File: src/hw/rtl/tmps_ram.sv
module tmps_ram #(
    parameter int WIDTH = 8,
    parameter int DEPTH = 256
) (
    input  logic                     aclk,
    input  logic                     we,
    input  logic [$clog2(DEPTH)-1:0] waddr,
    input  logic [WIDTH-1:0]         wdata,
    input  logic                     re,
    input  logic [$clog2(DEPTH)-1:0] raddr,
    output logic [WIDTH-1:0]         rdata
);

    logic [WIDTH-1:0] mem [DEPTH];
    logic [WIDTH-1:0] rdata_reg;

    always_ff @(posedge aclk) begin
        if (we) begin
            mem[waddr] <= wdata;
        end
        if (re) begin
            rdata_reg <= mem[raddr];
        end
    end

    assign rdata = rdata_reg;

endmodule

File: config.mk
export PLATFORM = sky130hd
export DESIGN_NAME = tmps_ram
export DESIGN_NICKNAME = d
export VERILOG_FILES = /design/src/hw/rtl/tmps_ram.sv
export SDC_FILE = /design/constraint.sdc
export NUM_CORES = 2
export LEC_CHECK = 0
export CORE_MARGIN = 2
export CORE_UTILIZATION = 32
export CTS_CLUSTER_DIAMETER = 150
export CTS_CLUSTER_SIZE = 16
export DETAILED_ROUTE_END_ITERATION = 10
export DONT_BUFFER_PORTS = 1
export PLACE_DENSITY = 0.55
export SETUP_SLACK_MARGIN = 0.1
export SLEW_MARGIN = 40
export SYNTH_ARGS = -nofsm -noshare
export SYNTH_HDL_FRONTEND = slang
export SYNTH_SLANG_ARGS = --single-unit
File: constraint.sdc
create_clock -name aclk -period 2.5 [get_ports aclk]
set_clock_uncertainty 0.1 [all_clocks]
set_input_delay 0.25 -clock aclk [delete_from_list [all_inputs] [get_ports aclk]]
set_output_delay 0.25 -clock aclk [all_outputs]
set_load 0.01 [all_outputs]
=== Word-level counts from Yosys, hierarchy flattened ===
Memory sizes are Yosys's and may differ from the RTL's. A register that Yosys moved wholly into a read port is not among the register bits.
Cells that the tools add are included.

* Flip-flop bits (word level): 0
* RAM bits: 2048
* Bits of input ports: 27
* Output and inout port bits: 8
* Word-level logic and storage cells: 3
* Memories: 1

{| class="wikitable"
|+ Memories
! name !! words !! bits a word !! rd ports !! clocked after memory_dff !! write ports !! line !! text
|-
| mem || 256 || 8 || 1 || 1 || 1 || 14 || <nowiki>logic [WIDTH-1:0] mem [DEPTH];</nowiki>
|}

* Mux-type cells: 2

{| class="wikitable"
|+ Operators with widths
! cell !! number
|-
| two-way mux 1 bit || 2
|}

=== Depth between registers and ports, before layout ===
* Word-level depth: 2
* Mapped depth: 11

=== Worst setup path after synthesis ===
OpenSTA, ideal clock, no wires.

* Kind: input -> register
* From: in raddr[0]
* To: reg rdata_reg[2] (netlist: rdata[2]) (read register of mem), data pin
* Arrival: 2.057 ns
* Data required time: 2.131 ns
* Path slack: 0.074 ns
* Cell stages on the path: 9
* Path buffers: 4
* Path through: buf_6 -> buf_12 -> buf_8 -> buf_2 -> mux4_2 -> a22oi_1 -> a21oi_1 -> nor4_1 -> nor4_2

{| class="wikitable"
|+ RTL lines
! item !! line !! text
|-
| start: declaration || 10 || <nowiki>input logic [$clog2(DEPTH)-1:0] raddr,</nowiki>
|-
| end: declaration || 15 || <nowiki>logic [WIDTH-1:0] rdata_reg;</nowiki>
|}

==> qor.csv <==
stage,metric,value,unit
timing,relSlewSlack,0.368,
floorplan,fp.dieW,503,um
logic_synthesis,synth_top_area_frac,0.775,
logic_synthesis,syn-num-nets,3760,
logic_synthesis,synth_cell_types,54,
clock_network,cts_tree,done,
logic_synthesis,yosys_register_bits,2056,
routing,dr.pass1.iters,6,
power_and_ir_drop,powerDensity,693,nW/um^2
critical_path,cp-end-kind,register,
final_layout,finish.net_count,4203,
critical_path,cp_slowest_cell,mux4_2,
critical_path,r2r_slack,-0.04,ns
final_layout,regArea,61700,sq um
timing,finalHoldViolations,1639,
flow_run,drv_cap,0,
critical_path,critPathLaunchType,register,
final_layout,largest_reg_flops,2048,
worst_hold_path,min_to,mem[158][6]$_DFFE_PP_,
logic_synthesis,synthesis.area,79600,sq um
logic_synthesis,synth_edf_count,2056,
clock_network,cts.clk_slew.worst_paths,0.08,ns
timing,setup_tns,-0.0440,ns
routing,vias,39900,
worst_hold_path,worstHoldStart,wdata[6],
timing,fin_crit_sh,1.02,
clock_network,cts_made_buffers,146,
clock_network,cts_root_buffer,clkbuf_16,
logic_synthesis,synth_area_leaders,"edfxtp_1, mux4_2, mux2i_1",
placed_design,io_buffers,0,
clock_network,insertion_delay,0.83,ns
final_layout,syn2layout_area_growth,15.5,%
timing,setup_viol,1,
final_layout,multiInputGateArea,17000,sq um
critical_path,critPathMaxStageDelay,0.58,ns
routing,ant_nets,0,
clock_network,htreeDepth,4,
placed_design,gp_congestion,0.771,
critical_path,cp_common_cell,mux4_2,
logic_synthesis,yosysSeqAreaShare,0.775,
power_and_ir_drop,p_leak,28.5,nW
global_routing,grt_usage,0.168,
routing,wl_per_cell,28.6,um
critical_path,critPathBufInv,1,
critical_path,path_max_fanout,1,
global_routing,grt_overflow_total,0,
critical_path,crit_family,multiplexers,
timing,rsz0062_at_grt,yes,
timing,period_needed,2.54,ns
critical_path,crit_required,2.97,ns
placed_design,place_hpwl,116000,um
clock_network,cts.sinks,2056,
floorplan,die_area,253000,sq um
critical_path,cp.arrival,3.02,ns
final_layout,drive_gt1_frac,0.293,
critical_path,worstReg2RegStart,mem[65][1]$_DFFE_PP_,
routing,drc,0,
timing,fmax,0.393,GHz
floorplan,start_util,0.321,
logic_synthesis,async_reset_ff_frac,0,
timing,timing.hold.ws,-0.559,ns
floorplan,core_area,248000,sq um
routing,via_per_inst,5.30,
power_and_ir_drop,ir_worst_vdd,0.601,mV
global_routing,grt_pass1_wl,304000,um
critical_path,path_class,register to register,
critical_path,cp_cell_sequence,mux4_2 -> mux4_2 -> nor2b_4 -> nor4_4 -> buf_4 -> nor4_1,
logic_synthesis,synthCells,3733,
routing,first_iter_violations,5160,
logic_synthesis,ys.flop_type,edfxtp_1,
critical_path,rr_worst_depth,6,
placed_design,place_area,86400,sq um
timing,slew_violations,0,
timing,layout_setup_ws,-0.0440,ns
global_routing,grt_pass1_vias,40100,
run_status,violations,"hold timing, setup timing",
global_routing,antenna_found_initial,11,
clock_network,clk_path_buf_depth,3,
worst_hold_path,hold_class,primary input to register,
floorplan,die_h,503,um
final_layout,fin_area,92000,sq um
logic_synthesis,synth_top_area_cell,edfxtp_1,
run_status,status,"complete, but fails checks",
routing,wl,215000,um
logic_synthesis,yosys-top-cells-count,"edfxtp_1, mux4_2, nor2_1",
floorplan,fp-row-count,183,
worst_hold_path,hold_depth,0,
global_routing,grt_max_degree,447,
logic_synthesis,yosys_warnings,0,
logic_synthesis,synth.most_common_cell,edfxtp_1,
final_layout,n_fill_cell,22400,
timing,worstMarginPinSlew,0.948,ns
logic_synthesis,syn-mean-instance-area,21.3,sq um
floorplan,io_pins,35,
critical_path,timing.rr.end,rdata[1]$_DFFE_PP_,
## kinds of logic after synthesis
| group | after synthesis | share of synthesized area |
|---|---|---|
| compound gates | 385 | 0.0342 |
| buf+inv | 235 | 0.0183 |
| flops | 2056 | 0.775 |
| mux | 591 | 0.146 |
| simple gates | 466 | 0.0263 |
## cell type report
type | count | share of cell area
inverter | 2 | 0.0000816
sequential | 2056 | 0.671
antenna | 6 | 0.000163
clock buffer | 146 | 0.0397
tap | 3330 | 0.0453
clock inverter | 17 | 0.00430
timing repair buffer | 528 | 0.0547
multi-input combinational | 1442 | 0.185
## per-layer routing
layer | vias up | share of wire | track usage
li1 | 16500 | - | -
met1 | 21700 | 0.42 | 0.233
met2 | 1502 | 0.49 | 0.277
met3 | 266 | 0.068 | 0.0251
met4 | 2 | 0.025 | 0.0425
met5 | - | 0.000033 | 0
## timing repair
action                     4_1_cts  5_1_grt
hold endpoints to repair      2381     2049
cloned                          20        5
resized for setup               57       27
pin swaps                       15       13
setup endpoints to repair        8       15
hold buffers                    19        1
setup buffers                    5        0
## worst register-to-register path, cell delays in order (launching register included)
cell and delay [ns]:
edfxtp_1 0.38, mux4_2 0.51, mux4_2 0.58, nor2b_4 0.18, nor4_4 0.31, buf_4 0.19, nor4_1 0.04
## power by group
part           total (mW)  switching (mW)  internal (mW)
Combinational        3.24            1.76           1.48
Clock                22.5            11.6           10.8
Sequential           38.1          0.0754           38.0
## cells in the final DEF, fill, tap and decap left out, drive strengths merged, types with 8 or more instances in the layout
cell and count:
nand2 33, nand3 34, buf 492, nor4 27, mux4 456, clkbuf 151, o211ai 10, edfxtp 2056
nand2b 8, nor2 282, o21ai 12, a22o 8, dlygate4sd3 19, nand4 10, mux2i 134, nor3 22
a211oi 16, clkinv 10, a21oi 96, bufbuf 12, a221oi 14, o221ai 47, o22ai 28, a22oi 133
nor2b 31
## per-stage QoR
step                      setup slack (ns)  hold slack [ns]   util  power (mW)  cells
after floorplan                     0.0923            0.249      -        40.6   3733
after global placement               -1.04            0.262  0.347        41.2   7298
after detailed placement             -3.16            0.261  0.348        41.5   7305
after CTS                          -0.0161           -0.621  0.369        64.0   7512
after global routing               -0.0331           -0.598  0.371        65.5   7525
final                              -0.0440           -0.559  0.371        63.8   7527
## worst max-delay path by stage
| stage | cells past startpoint | to | from |
|---|---|---|---|
| after global routing | 6 | rdata[1]$_DFFE_PP_ | mem[65][1]$_DFFE_PP_ |
| after CTS | 7 | rdata[7]$_DFFE_PP_ | mem[143][7]$_DFFE_PP_ |
| after global placement | 7 | rdata[1]$_DFFE_PP_ | raddr[0] |
| final | 6 | rdata[1]$_DFFE_PP_ | mem[65][1]$_DFFE_PP_ |
| after floorplan | 7 | rdata[2]$_DFFE_PP_ | raddr[0] |
| after detailed placement | 13 | rdata[3]$_DFFE_PP_ | raddr[0] |
Note: power is estimated with default switching activity, not from simulation.
